==> config.mk <==
export PLATFORM = sky130hd
export DESIGN_NAME = refcounted_handle_table_top_flat
export DESIGN_NICKNAME = d
export VERILOG_FILES = /design/src/hdl/rht_pkg.sv /design/src/hdl/rht_req_if.sv /design/src/hdl/rht_rsp_if.sv /design/src/hdl/rht_count_unit.sv /design/src/hdl/refcounted_handle_table_top.sv /design/src/flat_wrapper.sv
export VERILOG_INCLUDE_DIRS = /design/src /design/src/hdl
export SDC_FILE = /design/constraint.sdc
export NUM_CORES = 2
export LEC_CHECK = 0
export ABC_CLOCK_PERIOD_IN_PS = 7500
export BUFFER_PORTS_ARGS = -buffer_cell sky130_fd_sc_hd__buf_2
export CAP_MARGIN = 0
export CORE_MARGIN = 2
export CORE_UTILIZATION = 35
export CTS_CLUSTER_DIAMETER = 100
export DETAILED_ROUTE_END_ITERATION = 6
export GPL_TIMING_DRIVEN = 0
export PLACE_DENSITY_LB_ADDON = 0.25
export SKIP_LAST_GASP = 1
export SYNTH_ARGS = -nofsm -noshare
export SYNTH_HDL_FRONTEND = slang
export SYNTH_SLANG_ARGS = --single-unit
==> constraint.sdc <==
create_clock -name clock -period 7.5 [get_ports clock]
set_clock_uncertainty 0.15 [all_clocks]
set_input_delay 1.5 -clock clock [delete_from_list [all_inputs] [get_ports clock]]
set_output_delay 1.5 -clock clock [all_outputs]
set_load 0.01 [all_outputs]
==> src/hdl/refcounted_handle_table_top_macros.svh <==
// Assertion macros for the handle table.
// Included by the top level; no other dependencies.
`ifndef REFCOUNTED_HANDLE_TABLE_TOP_MACROS_SVH
`define REFCOUNTED_HANDLE_TABLE_TOP_MACROS_SVH
`ifndef SYNTHESIS
`define RHT_ASSERT_SAME(label, clk, rst, ante, cons) \
   label: assert property (@(posedge clk) disable iff (rst) (ante) |-> (cons)) \
      else $error("handle table assertion failed");
`define RHT_ASSERT_NEXT(label, clk, rst, ante, cons) \
   label: assert property (@(posedge clk) disable iff (rst) (ante) |=> (cons)) \
      else $error("handle table assertion failed");
`else
`define RHT_ASSERT_SAME(label, clk, rst, ante, cons)
`define RHT_ASSERT_NEXT(label, clk, rst, ante, cons)
`endif
`endif

==> src/hdl/rht_pkg.sv <==
// Shared types and constants for the handle table.
// No dependencies.
package rht_pkg;
   localparam int SLOTS_DEF      = 32;
   localparam int COUNT_BITS_DEF = 8;
   localparam int CMD_W          = 3;
   localparam int HANDLE_W       = 8;
   localparam int PAYLOAD_W      = 32;
   localparam int STATUS_W       = 2;

   typedef enum logic [CMD_W-1:0] {
      CMD_OPEN        = 3'd0,
      CMD_CLOSE       = 3'd1,
      CMD_LOOKUP      = 3'd2,
      CMD_ADDREF      = 3'd3,
      CMD_RELEASE_ALL = 3'd4
   } cmd_type;

   typedef enum logic [STATUS_W-1:0] {
      STAT_OK      = 2'd0,
      STAT_FULL    = 2'd1,
      STAT_INVALID = 2'd2
   } status_type;

   typedef enum logic {
      CNT_INC = 1'b0,
      CNT_DEC = 1'b1
   } cnt_op_type;
endpackage

==> src/hdl/rht_req_if.sv <==
// Command channel of the handle table.
// Depends on rht_pkg.
interface rht_req_if;
   logic                          valid;
   logic                          ready;
   logic [rht_pkg::CMD_W-1:0]     command;
   logic [rht_pkg::HANDLE_W-1:0]  handle;
   logic [rht_pkg::PAYLOAD_W-1:0] payload;

   modport source (output valid, command, handle, payload, input ready);
   modport sink   (input valid, command, handle, payload, output ready);
endinterface

==> src/hdl/rht_rsp_if.sv <==
// Result channel of the handle table.
// Depends on rht_pkg.
interface rht_rsp_if;
   logic                          valid;
   logic                          ready;
   logic [rht_pkg::STATUS_W-1:0]  status;
   logic [rht_pkg::HANDLE_W-1:0]  slot;
   logic [rht_pkg::PAYLOAD_W-1:0] payload_out;
   logic                          is_open;

   modport source (output valid, status, slot, payload_out, is_open, input ready);
   modport sink   (input valid, status, slot, payload_out, is_open, output ready);
endinterface

==> src/hdl/rht_count_unit.sv <==
// Shared reference count adder: saturating increment, floored decrement.
// Depends on rht_pkg.
module rht_count_unit #(
   parameter int COUNT_BITS = rht_pkg::COUNT_BITS_DEF
) (
   input  logic [COUNT_BITS-1:0] cnt_i,
   input  rht_pkg::cnt_op_type   op_i,
   output logic [COUNT_BITS-1:0] cnt_o,
   output logic                  zero_o
);
   import rht_pkg::*;

   logic [COUNT_BITS-1:0] addend;
   logic [COUNT_BITS-1:0] sum;
   logic                  hold;

   always_comb begin
      addend = (op_i == CNT_INC) ? COUNT_BITS'(1) : {COUNT_BITS{1'b1}};
      sum    = cnt_i + addend;
      hold   = ((op_i == CNT_INC) && (&cnt_i)) || ((op_i == CNT_DEC) && (cnt_i == '0));
      cnt_o  = hold ? cnt_i : sum;
      zero_o = (cnt_o == '0);
   end
endmodule

==> src/hdl/refcounted_handle_table_top.sv <==
// Reference-counted handle table: valid flops, count and payload memories and one
// shared count unit under a one-hot sequencer. Depends on rht_pkg, the interfaces,
// rht_count_unit and the macros header.
// Open scans the slots one per cycle from 0 until it finds a free one; release-all reads
// and writes back every slot in turn. The next beat can be accepted in the same cycle as
// the result is raised. Synchronous reset clears all slots at once.
`include "refcounted_handle_table_top_macros.svh"
module refcounted_handle_table_top #(
   parameter int SLOTS      = rht_pkg::SLOTS_DEF,
   parameter int COUNT_BITS = rht_pkg::COUNT_BITS_DEF
) (
   input logic        clock,
   input logic        reset,
   rht_req_if.sink    req_bus,
   rht_rsp_if.source  rsp_bus
);
   import rht_pkg::*;

   localparam int IDX_W = (SLOTS > 1) ? $clog2(SLOTS) : 1;

   typedef enum logic [8:0] {
      S_IDLE    = 9'b000000001,
      S_SCAN    = 9'b000000010,
      S_CNT_RD  = 9'b000000100,
      S_CNT_WR  = 9'b000001000,
      S_PAY_RD  = 9'b000010000,
      S_WALK_RD = 9'b000100000,
      S_WALK_WR = 9'b001000000,
      S_DONE    = 9'b010000000,
      S_SPARE   = 9'b100000000
   } state_type;

   state_type             state_ff, state_in;
   cmd_type               cmd_ff, cmd_in;
   logic [HANDLE_W-1:0]   handle_ff, handle_in;
   logic [PAYLOAD_W-1:0]  payload_ff, payload_in;
   status_type            status_ff, status_in;
   logic [HANDLE_W-1:0]   slot_ff, slot_in;
   logic [IDX_W-1:0]      idx_ff, idx_in;
   logic [SLOTS-1:0]      valid_ff, valid_in;

   logic                  rsp_valid_ff, rsp_valid_in;
   status_type            rsp_status_ff, rsp_status_in;
   logic [HANDLE_W-1:0]   rsp_slot_ff, rsp_slot_in;
   logic [PAYLOAD_W-1:0]  rsp_pout_ff, rsp_pout_in;
   logic                  rsp_open_ff, rsp_open_in;

   logic [COUNT_BITS-1:0] cnt_mem [SLOTS];
   logic [PAYLOAD_W-1:0]  pay_mem [SLOTS];
   logic [COUNT_BITS-1:0] cnt_rd_ff;
   logic [PAYLOAD_W-1:0]  pay_rd_ff;

   logic [IDX_W-1:0]      hidx;
   logic [IDX_W-1:0]      req_idx;
   logic [IDX_W-1:0]      slot_idx;
   logic [IDX_W-1:0]      cnt_rd_addr;
   logic [IDX_W-1:0]      cnt_wr_addr;
   logic [COUNT_BITS-1:0] cnt_wr_data;
   logic                  cnt_wr_en;
   logic                  pay_wr_en;
   logic                  req_live;
   logic                  slot_live;
   logic                  idx_last;
   logic                  req_fire;
   cnt_op_type            unit_op;
   logic [COUNT_BITS-1:0] unit_cnt;
   logic                  unit_zero;

   rht_count_unit #(.COUNT_BITS(COUNT_BITS)) u_count (
      .cnt_i  (cnt_rd_ff),
      .op_i   (unit_op),
      .cnt_o  (unit_cnt),
      .zero_o (unit_zero)
   );

   always_comb begin
      req_fire  = req_bus.valid && req_bus.ready;
      req_idx   = req_bus.handle[IDX_W-1:0];
      req_live  = ({1'b0, req_bus.handle} < (HANDLE_W+1)'(SLOTS)) && valid_ff[req_idx];
      hidx      = handle_ff[IDX_W-1:0];
      slot_idx  = slot_ff[IDX_W-1:0];
      slot_live = ({1'b0, slot_ff} < (HANDLE_W+1)'(SLOTS)) && valid_ff[slot_idx];
      idx_last  = (idx_ff == IDX_W'(SLOTS - 1));
      unit_op   = (cmd_ff == CMD_ADDREF) ? CNT_INC : CNT_DEC;
      cnt_rd_addr = (state_ff == S_WALK_RD) ? idx_ff : hidx;
   end

   always_comb begin
      state_in      = state_ff;
      cmd_in        = cmd_ff;
      handle_in     = handle_ff;
      payload_in    = payload_ff;
      status_in     = status_ff;
      slot_in       = slot_ff;
      idx_in        = idx_ff;
      valid_in      = valid_ff;
      cnt_wr_en     = 1'b0;
      cnt_wr_addr   = idx_ff;
      cnt_wr_data   = unit_cnt;
      pay_wr_en     = 1'b0;
      rsp_valid_in  = rsp_valid_ff && !rsp_bus.ready;
      rsp_status_in = rsp_status_ff;
      rsp_slot_in   = rsp_slot_ff;
      rsp_pout_in   = rsp_pout_ff;
      rsp_open_in   = rsp_open_ff;
      req_bus.ready = (state_ff == S_IDLE);

      case (state_ff)
         S_IDLE: begin
            if (req_fire) begin
               cmd_in     = cmd_type'(req_bus.command);
               handle_in  = req_bus.handle;
               payload_in = req_bus.payload;
               slot_in    = req_bus.handle;
               idx_in     = '0;
               status_in  = STAT_OK;
               case (req_bus.command)
                  CMD_OPEN: state_in = S_SCAN;
                  CMD_CLOSE, CMD_ADDREF: begin
                     if (req_live) begin
                        state_in = S_CNT_RD;
                     end else begin
                        status_in = STAT_INVALID;
                        state_in  = S_DONE;
                     end
                  end
                  CMD_LOOKUP: begin
                     if (req_live) begin
                        state_in = S_PAY_RD;
                     end else begin
                        status_in = STAT_INVALID;
                        state_in  = S_DONE;
                     end
                  end
                  CMD_RELEASE_ALL: state_in = S_WALK_RD;
                  default: begin
                     status_in = STAT_INVALID;
                     state_in  = S_DONE;
                  end
               endcase
            end
         end
         S_SCAN: begin
            if (!valid_ff[idx_ff]) begin
               valid_in[idx_ff] = 1'b1;
               cnt_wr_en        = 1'b1;
               cnt_wr_data      = COUNT_BITS'(1);
               pay_wr_en        = 1'b1;
               slot_in          = HANDLE_W'(idx_ff);
               state_in         = S_DONE;
            end else if (idx_last) begin
               status_in = STAT_FULL;
               state_in  = S_DONE;
            end else begin
               idx_in = idx_ff + IDX_W'(1);
            end
         end
         S_CNT_RD: state_in = S_CNT_WR;
         S_CNT_WR: begin
            cnt_wr_en   = 1'b1;
            cnt_wr_addr = hidx;
            if ((cmd_ff == CMD_CLOSE) && unit_zero) begin
               valid_in[hidx] = 1'b0;
            end
            state_in = S_DONE;
         end
         S_PAY_RD: state_in = S_DONE;
         S_WALK_RD: state_in = S_WALK_WR;
         S_WALK_WR: begin
            if (valid_ff[idx_ff]) begin
               cnt_wr_en = 1'b1;
               if (unit_zero) begin
                  valid_in[idx_ff] = 1'b0;
               end
            end
            if (idx_last) begin
               state_in = S_DONE;
            end else begin
               idx_in   = idx_ff + IDX_W'(1);
               state_in = S_WALK_RD;
            end
         end
         S_DONE: begin
            if (!rsp_valid_ff || rsp_bus.ready) begin
               rsp_valid_in  = 1'b1;
               rsp_status_in = status_ff;
               rsp_slot_in   = slot_ff;
               rsp_pout_in   = ((cmd_ff == CMD_LOOKUP) && (status_ff == STAT_OK)) ?
                               pay_rd_ff : '0;
               rsp_open_in   = (status_ff != STAT_FULL) && slot_live;
               state_in      = S_IDLE;
            end
         end
         default: state_in = S_IDLE;
      endcase
   end

   always_ff @(posedge clock) begin
      if (reset) begin
         state_ff     <= S_IDLE;
         valid_ff     <= '0;
         rsp_valid_ff <= 1'b0;
      end else begin
         state_ff     <= state_in;
         valid_ff     <= valid_in;
         rsp_valid_ff <= rsp_valid_in;
      end
   end

   always_ff @(posedge clock) begin
      cmd_ff        <= cmd_in;
      handle_ff     <= handle_in;
      payload_ff    <= payload_in;
      status_ff     <= status_in;
      slot_ff       <= slot_in;
      idx_ff        <= idx_in;
      rsp_status_ff <= rsp_status_in;
      rsp_slot_ff   <= rsp_slot_in;
      rsp_pout_ff   <= rsp_pout_in;
      rsp_open_ff   <= rsp_open_in;
   end

   always_ff @(posedge clock) begin
      if (cnt_wr_en) begin
         cnt_mem[cnt_wr_addr] <= cnt_wr_data;
      end
      cnt_rd_ff <= cnt_mem[cnt_rd_addr];
   end

   always_ff @(posedge clock) begin
      if (pay_wr_en) begin
         pay_mem[idx_ff] <= payload_ff;
      end
      pay_rd_ff <= pay_mem[hidx];
   end

   assign rsp_bus.valid       = rsp_valid_ff;
   assign rsp_bus.status      = rsp_status_ff;
   assign rsp_bus.slot        = rsp_slot_ff;
   assign rsp_bus.payload_out = rsp_pout_ff;
   assign rsp_bus.is_open     = rsp_open_ff;

   `RHT_ASSERT_SAME(a_state_onehot, clock, reset, 1'b1, $onehot(state_ff))
   `RHT_ASSERT_NEXT(a_busy_after_beat, clock, reset, req_fire, state_ff != S_IDLE)
   `RHT_ASSERT_NEXT(a_walk_advance, clock, reset, (state_ff == S_WALK_WR) && !idx_last,
                    (state_ff == S_WALK_RD) && (idx_ff == $past(idx_ff) + IDX_W'(1)))
   `RHT_ASSERT_SAME(a_full_closed, clock, reset,
                    rsp_valid_ff && (rsp_status_ff == STAT_FULL), !rsp_open_ff)
endmodule

==> src/flat_wrapper.sv <==
// flat-port wrapper written by rule: the top's interface ports become plain ports
module refcounted_handle_table_top_flat import rht_pkg::*;
#(
   parameter int SLOTS      = rht_pkg::SLOTS_DEF,
   parameter int COUNT_BITS = rht_pkg::COUNT_BITS_DEF
)
  (clock, reset, req_bus_valid, req_bus_command, req_bus_handle, req_bus_payload, req_bus_ready, rsp_bus_valid, rsp_bus_status, rsp_bus_slot, rsp_bus_payload_out, rsp_bus_is_open, rsp_bus_ready);
  rht_req_if req_bus_i ();
  rht_rsp_if rsp_bus_i ();
  input logic clock;
  input logic reset;
  input wire logic [$bits(req_bus_i.valid)-1:0] req_bus_valid;
  input wire logic [$bits(req_bus_i.command)-1:0] req_bus_command;
  input wire logic [$bits(req_bus_i.handle)-1:0] req_bus_handle;
  input wire logic [$bits(req_bus_i.payload)-1:0] req_bus_payload;
  output wire logic [$bits(req_bus_i.ready)-1:0] req_bus_ready;
  output wire logic [$bits(rsp_bus_i.valid)-1:0] rsp_bus_valid;
  output wire logic [$bits(rsp_bus_i.status)-1:0] rsp_bus_status;
  output wire logic [$bits(rsp_bus_i.slot)-1:0] rsp_bus_slot;
  output wire logic [$bits(rsp_bus_i.payload_out)-1:0] rsp_bus_payload_out;
  output wire logic [$bits(rsp_bus_i.is_open)-1:0] rsp_bus_is_open;
  input wire logic [$bits(rsp_bus_i.ready)-1:0] rsp_bus_ready;
  assign req_bus_i.valid = req_bus_valid;
  assign req_bus_i.command = req_bus_command;
  assign req_bus_i.handle = req_bus_handle;
  assign req_bus_i.payload = req_bus_payload;
  assign req_bus_ready = req_bus_i.ready;
  assign rsp_bus_valid = rsp_bus_i.valid;
  assign rsp_bus_status = rsp_bus_i.status;
  assign rsp_bus_slot = rsp_bus_i.slot;
  assign rsp_bus_payload_out = rsp_bus_i.payload_out;
  assign rsp_bus_is_open = rsp_bus_i.is_open;
  assign rsp_bus_i.ready = rsp_bus_ready;
  refcounted_handle_table_top #(.SLOTS(SLOTS), .COUNT_BITS(COUNT_BITS)) u_core (.clock(clock), .reset(reset), .req_bus(req_bus_i), .rsp_bus(rsp_bus_i));
endmodule
* Word-level counts from Yosys, hierarchy flattened
Memory sizes are Yosys's and may differ from the RTL's. A register that Yosys moved wholly into a read port is not among the register bits.
Cells that the tools add are included.
** Storage, ports and cells
- Register bits after elaboration :: 140
- Latch bits :: 0
- Bits in writable memories :: 1280
- Memory bits (read-only) :: 0
- Input bits :: 47
- Memories :: 2
** Operators by class
- Add/sub/neg operators :: 2
- Multiply operators :: 0
- Divide/modulo/power cells :: 0
- Magnitude comparators :: 8
- Eq/ne operators :: 26
- Shifts and indexed selects :: 0
- Mux-type cells :: 54
- Bitwise logic cells :: 5
- Reduce and logical (&&, ||, !) cells :: 34
** Memory list
- u_core.pay_mem :: words 32, width 32, rd ports 1, clocked after Yosys merged registers in 1, wr ports 1, RTL line refcounted_handle_table_top.sv:49 : logic [PAYLOAD_W-1:0] pay_mem [SLOTS];
- u_core.cnt_mem :: words 32, width 8, rd ports 1, clocked after Yosys merged registers in 1, wr ports 1, RTL line refcounted_handle_table_top.sv:48 : logic [COUNT_BITS-1:0] cnt_mem [SLOTS];
** Operators by type and width (number)
- 2-to-1 mux 32 bit :: 4
- one-hot mux 32 bit (3 select lines) :: 1
- 2-to-1 mux 8 bit :: 9
- AND 32 bit :: 2
- inverter 32 bit :: 2
- one-hot mux 9 bit (7 select lines) :: 1
- 2-to-1 mux 9 bit :: 4
- one-hot mux 9 bit (4 select lines) :: 1
- OR 32 bit :: 1
- 2-to-1 mux 5 bit :: 5
- < comparator 5 x 6 -> 1 bit, second input constant :: 4
- zero test 8 bit :: 2
- < comparator 8 x 6 -> 1 bit, second input constant :: 2
- one-hot mux 8 bit (2 select lines) :: 1
- binary-select mux 1 bit (select 5 bit) :: 3
- 2-to-1 mux 1 bit :: 15
- one-hot mux 5 bit (3 select lines) :: 1
- != test 2 x 1 -> 1 bit, second input constant :: 7
- equality test 3 x 2 -> 1 bit, second input constant :: 4
- logical AND 1 bit :: 11
- demux 1 bit (select 5 bit) :: 2
- greater-or-equal comparator 5 x 1 -> 1 bit, second input constant :: 2
- equality test 9 x 1 -> 1 bit, second input constant :: 1
- equality test 9 x 2 -> 1 bit, second input constant :: 1
- other kinds (29) :: 43

* Depth between registers and ports, before layout
- Word-level depth :: 9
- Depth in mapped cells :: 14
- Mapped depth without buffers :: 12

* Modules after synthesis
From an unflattened synthesis, not the netlist that was laid out.
** Second synthesis, totals
- Cell total of the unflattened synthesis :: 2973
- Area total of the unflattened synthesis :: 56994.7 um^2
** Modules (own cells, without submodules)
- refcounted_handle_table_top :: instances 1, cells an instance 2907, area an instance 56518.0 um^2, sequential area each 43001.2 um^2
- rht_count_unit :: instances 1, cells an instance 66, area an instance 476.7 um^2, sequential area each 0.0 um^2

* Worst setup path before layout
No wires, ideal clock.
- Path kind :: register to register
- From :: register u_core.idx_ff[0]
- To :: memory u_core.pay_mem[4][0], enable pin
- Data arrival time :: 4475 ps
- Data required time :: 6889 ps
- Path slack :: 2414 ps
- Stages on the path, launching flop included :: 10
- Path buffers :: 4
- Cell sequence :: edfxtp_1 -> buf_2 -> buf_6 -> mux4_2 -> a22oi_1 -> nand4_1 -> or2_0 -> clkbuf_1 -> clkbuf_1 -> nor3_1
** Between the ends
- Longest elaborated chain between the ends :: 6
** RTL lines
- start: declaration :: RTL line refcounted_handle_table_top.sv:39 : logic [IDX_W-1:0] idx_ff, idx_in;
- start signal: assignment :: RTL line refcounted_handle_table_top.sv:216 : idx_ff <= idx_in;
- binary-select mux 1 bit (select 5 bit) :: RTL line refcounted_handle_table_top.sv:144 : if (!valid_ff[idx_ff]) begin
- 2-to-1 mux 1 bit (not written as such) :: RTL line refcounted_handle_table_top.sv:144
- 2-to-1 mux 1 bit :: RTL line refcounted_handle_table_top.sv:144
- 2-to-1 mux 1 bit :: RTL line refcounted_handle_table_top.sv:108 : case (state_ff)
- 2-to-1 mux 1 bit :: RTL line refcounted_handle_table_top.sv:231 : if (pay_wr_en) begin
- 2-to-1 mux 1 bit (not written as such) :: RTL line refcounted_handle_table_top.sv:232 : pay_mem[idx_ff] <= payload_ff;
- end: declaration :: RTL line refcounted_handle_table_top.sv:49
Several ways; a longest one is shown, not always the timed one. The select of a mux whose other input is x is not followed.

* Worst setup path after layout
- From :: register u_core.idx_ff[0]
- To :: memory u_core.pay_mem[26][11], enable pin
Same word-level chain as after synthesis.

==> flow_summary.ini <==
[sta]
timing.setup.tns_ps = 0
maxSlewHeadroom_pct = 1.14
worstMarginPinSlew_ps = 1480
rsz0062_at_grt = false
finalHoldViolCount = 0
fin_crit_ps = 5160
timing.fmax_mhz = 194
min_period_over_period_pct = 68.9
setup_viol = 0
slew_violations = 0

[route]
wl_um = 171000
ant_nets = 0
drt-initial-drc-count = 4013
drc = 2
vias_per_cell = 5.54
detail_route.first_pass.iterations = 7
num_vias = 31300
wl_per_cell_um = 30.2

[worst_setup_path]
r2r-end = u_core.pay_mem[26][11]
ff2ff_path_depth = 12
path_max_fanout = 10
cp.arrival_ps = 5500
r2r_setup_slack_ps = 2340
rr_startpoint = u_core.idx_ff[0]
startpoint_type = flip-flop
crit_type = reg2reg
worstSetupEndpointType = flip-flop
crit_required_ps = 7840

[synthesis]
netlist_area_mm2 = 0.0563
synth_seq_area_share_pct = 76.4
synth_ff_type = edfxtp_1
async_reset_ff_share_pct = 0
avgSynthCellArea_um2 = 19.1
ys_types = 62
synth.net_count = 3009
synth-edff-count = 1378
ys_warn_count = 0
syn_inst = 2950
synth-seq-cells = 1459

[global_routing]
grt_max_degree = 33
grt_pass1_wl_um = 239000
track_usage_pct = 20.8
antenna_found_initial = 5
overflow = 0
grt_pass1_vias = 30600

[clock_tree]
clk_latency_ps = 800
cts_tree = yes
htreeDepth = 4
cts_max_path_buffers = 3
clk_pin_slew_ps = 60
numCtsBuffers = 148
cts.sinks = 1459
cts_resized = 0
ctsHoldBuffers = 0
cts_setup_buffers = 0
cts_root_buffer = clkbuf_16

[flow_run]
max_cap_viol_count = 0

[hold_path]
holdPathStages = 0
min_to = u_core.rsp_bus.slot[5]
min_from = u_core.slot_ff[5]
min_path_type = reg2reg

[power_and_ir_drop]
p_leak_uw = 0.0213
powerDensity_mw_per_mm2 = 289
ir_worst_vdd_mv = 0.250

[layout]
layout-drive-gt1-share_pct = 24.9
fillers = 14100
syn2layout_area_growth_pct = 18.3
seq_area_mm2 = 0.0430
multiInputGateArea_mm2 = 0.0127
nets = 3427
final_cell_mix = 1,378 x edfxtp_1, 283 x mux4_2, 241 x nand2_1
layoutNonFillerInstCount = 5651
final_common_cell = edfxtp_1

[placed_design]
place_congestion = 0.842
place_hpwl_um = 115000
dpl.cell_count = 5376
place.port_buffers = 90

[floorplanning]
initial_core_util_pct = 35.1
dieArea_mm2 = 0.164
die_height_um = 405
ioPinCount = 92
die-width_um = 405
core_mm2 = 0.160
rows = 147

[outcome]
status = finished with violations
failed_checks = DRC
[power breakdown]
group | switching (uW) | internal [uW]
clock network | 3170 | 4100
registers | 242 | 9520
logic | 1480 | 709
[logic make-up after synthesis]
logic type | count (synthesis) | share of synthesized area, %
flip-flops | 1459 | 76.4
AND/OR/NAND/NOR | 607 | 5.13
AO/OA/AOI/OAI | 342 | 4.44
multiplexers | 329 | 12.2
buffers and inverters | 195 | 1.44
adder cells (fa/ha/maj) | 12 | 0.280
XOR/XNOR | 6 | 0.0934
[state kept, by name (all words and copies together), names as in the netlist]
name	cells
u_core.status_ff	2
u_core.rsp_bus.status	2
u_core.handle_ff	5
u_core.rsp_bus.valid	1
u_core.cnt_rd_ff	8
u_core.slot_ff	8
u_core.rsp_bus.is_open	1
u_core.pay_rd_ff	32
u_core.rsp_bus.payload_out	32
u_core.payload_ff	32
u_core.idx_ff	5
u_core.cmd_ff	3
u_core.rsp_bus.slot	8
u_core.cnt_mem	256
u_core.state_ff	8
u_core.pay_mem	1024
u_core.valid_ff	32
[per-layer routing]
layer	track usage, %	vias to the layer above	part of all wire (%)
li1	-	13000	-
met1	29.4	16500	42
met2	33.2	1545	47
met3	3.31	255	7.6
met4	6.16	0	2.6
met5	0	-	0
[how the worst max path moves through the flow]
| stage | from | endpoint | slack, ps |
|---|---|---|---|
| 2_1_floorplan | u_core.idx_ff[0] | u_core.pay_mem[4][0] | 2410 |
| 3_3_place_gp | u_core.idx_ff[0] | u_core.pay_mem[26][20] | -3550 |
| 3_5_place_dp | u_core.idx_ff[0] | u_core.pay_mem[26][17] | 2420 |
| 4_1_cts | u_core.idx_ff[0] | u_core.pay_mem[26][11] | 2400 |
| 5_1_grt | u_core.idx_ff[0] | u_core.pay_mem[26][10] | 2200 |
| 6_report | u_core.idx_ff[0] | u_core.pay_mem[26][11] | 2340 |
[cells in the mapped netlist, drive strengths merged (4+ instances only)]
cell	n	area [um^2]
or2	10	62.6
a31oi	35	219
a22o	30	263
o21ai	12	60.1
and3	4	25.0
nor3b	6	45.0
nand4	37	231
buf	72	347
nand2b	18	113
nor3	45	230
nand3	72	365
and3b	4	35.0
and2	39	244
clkbuf	103	387
nor2b	7	43.8
nand2	241	905
ha	11	138
a221oi	30	263
mux2i	43	455
a21oi	50	250
a32oi	33	289
nand3b	5	37.5
xnor2	4	35.0
mux4	283	6370
edfxtp	1378	41400
nor4	14	113
a22oi	134	1010
nor2	96	365
dfxtp	81	1620
inv	18	67.6
[per-stage QoR]
stage                     instance area, um^2  utilization [%]  hold WS, ps  worst slack, ps  power [uW]
after CTS                               66500             41.5          299             2400       19300
after floorplan                         56300                -          274             2410       11000
final                                   66600             41.5          301             2340       19200
after global routing                    66600             41.5          314             2200       19800
after detailed placement                61800             38.6          286             2420       12100
after global placement                  59400             37.1          284            -3550       12000
[area by class of cell]
type / count / area share, %
Sequential cell: 1459 / 64.6
Multi-Input combinational cell: 1296 / 19.1
Clock buffer: 193 / 6.08
Tap cell: 2160 / 4.06
Timing Repair Buffer: 268 / 3.93
Buffer: 175 / 1.13
Clock inverter: 78 / 0.993
Inverter: 20 / 0.117
Antenna cell: 2 / 0.00752
[critical path: stages, from the launching register on]
cell      delay (ps)
edfxtp_1         420
buf_2            240
buf_6            200
mux4_2           540
a22oi_1          190
nand4_1          360
or2_0            330
clkbuf_1         340
clkbuf_1         510
nor3_2           990
buf_6            260
buf_6            150
buf_6            160
No activity file was read; power rests on OpenSTA's default activity.
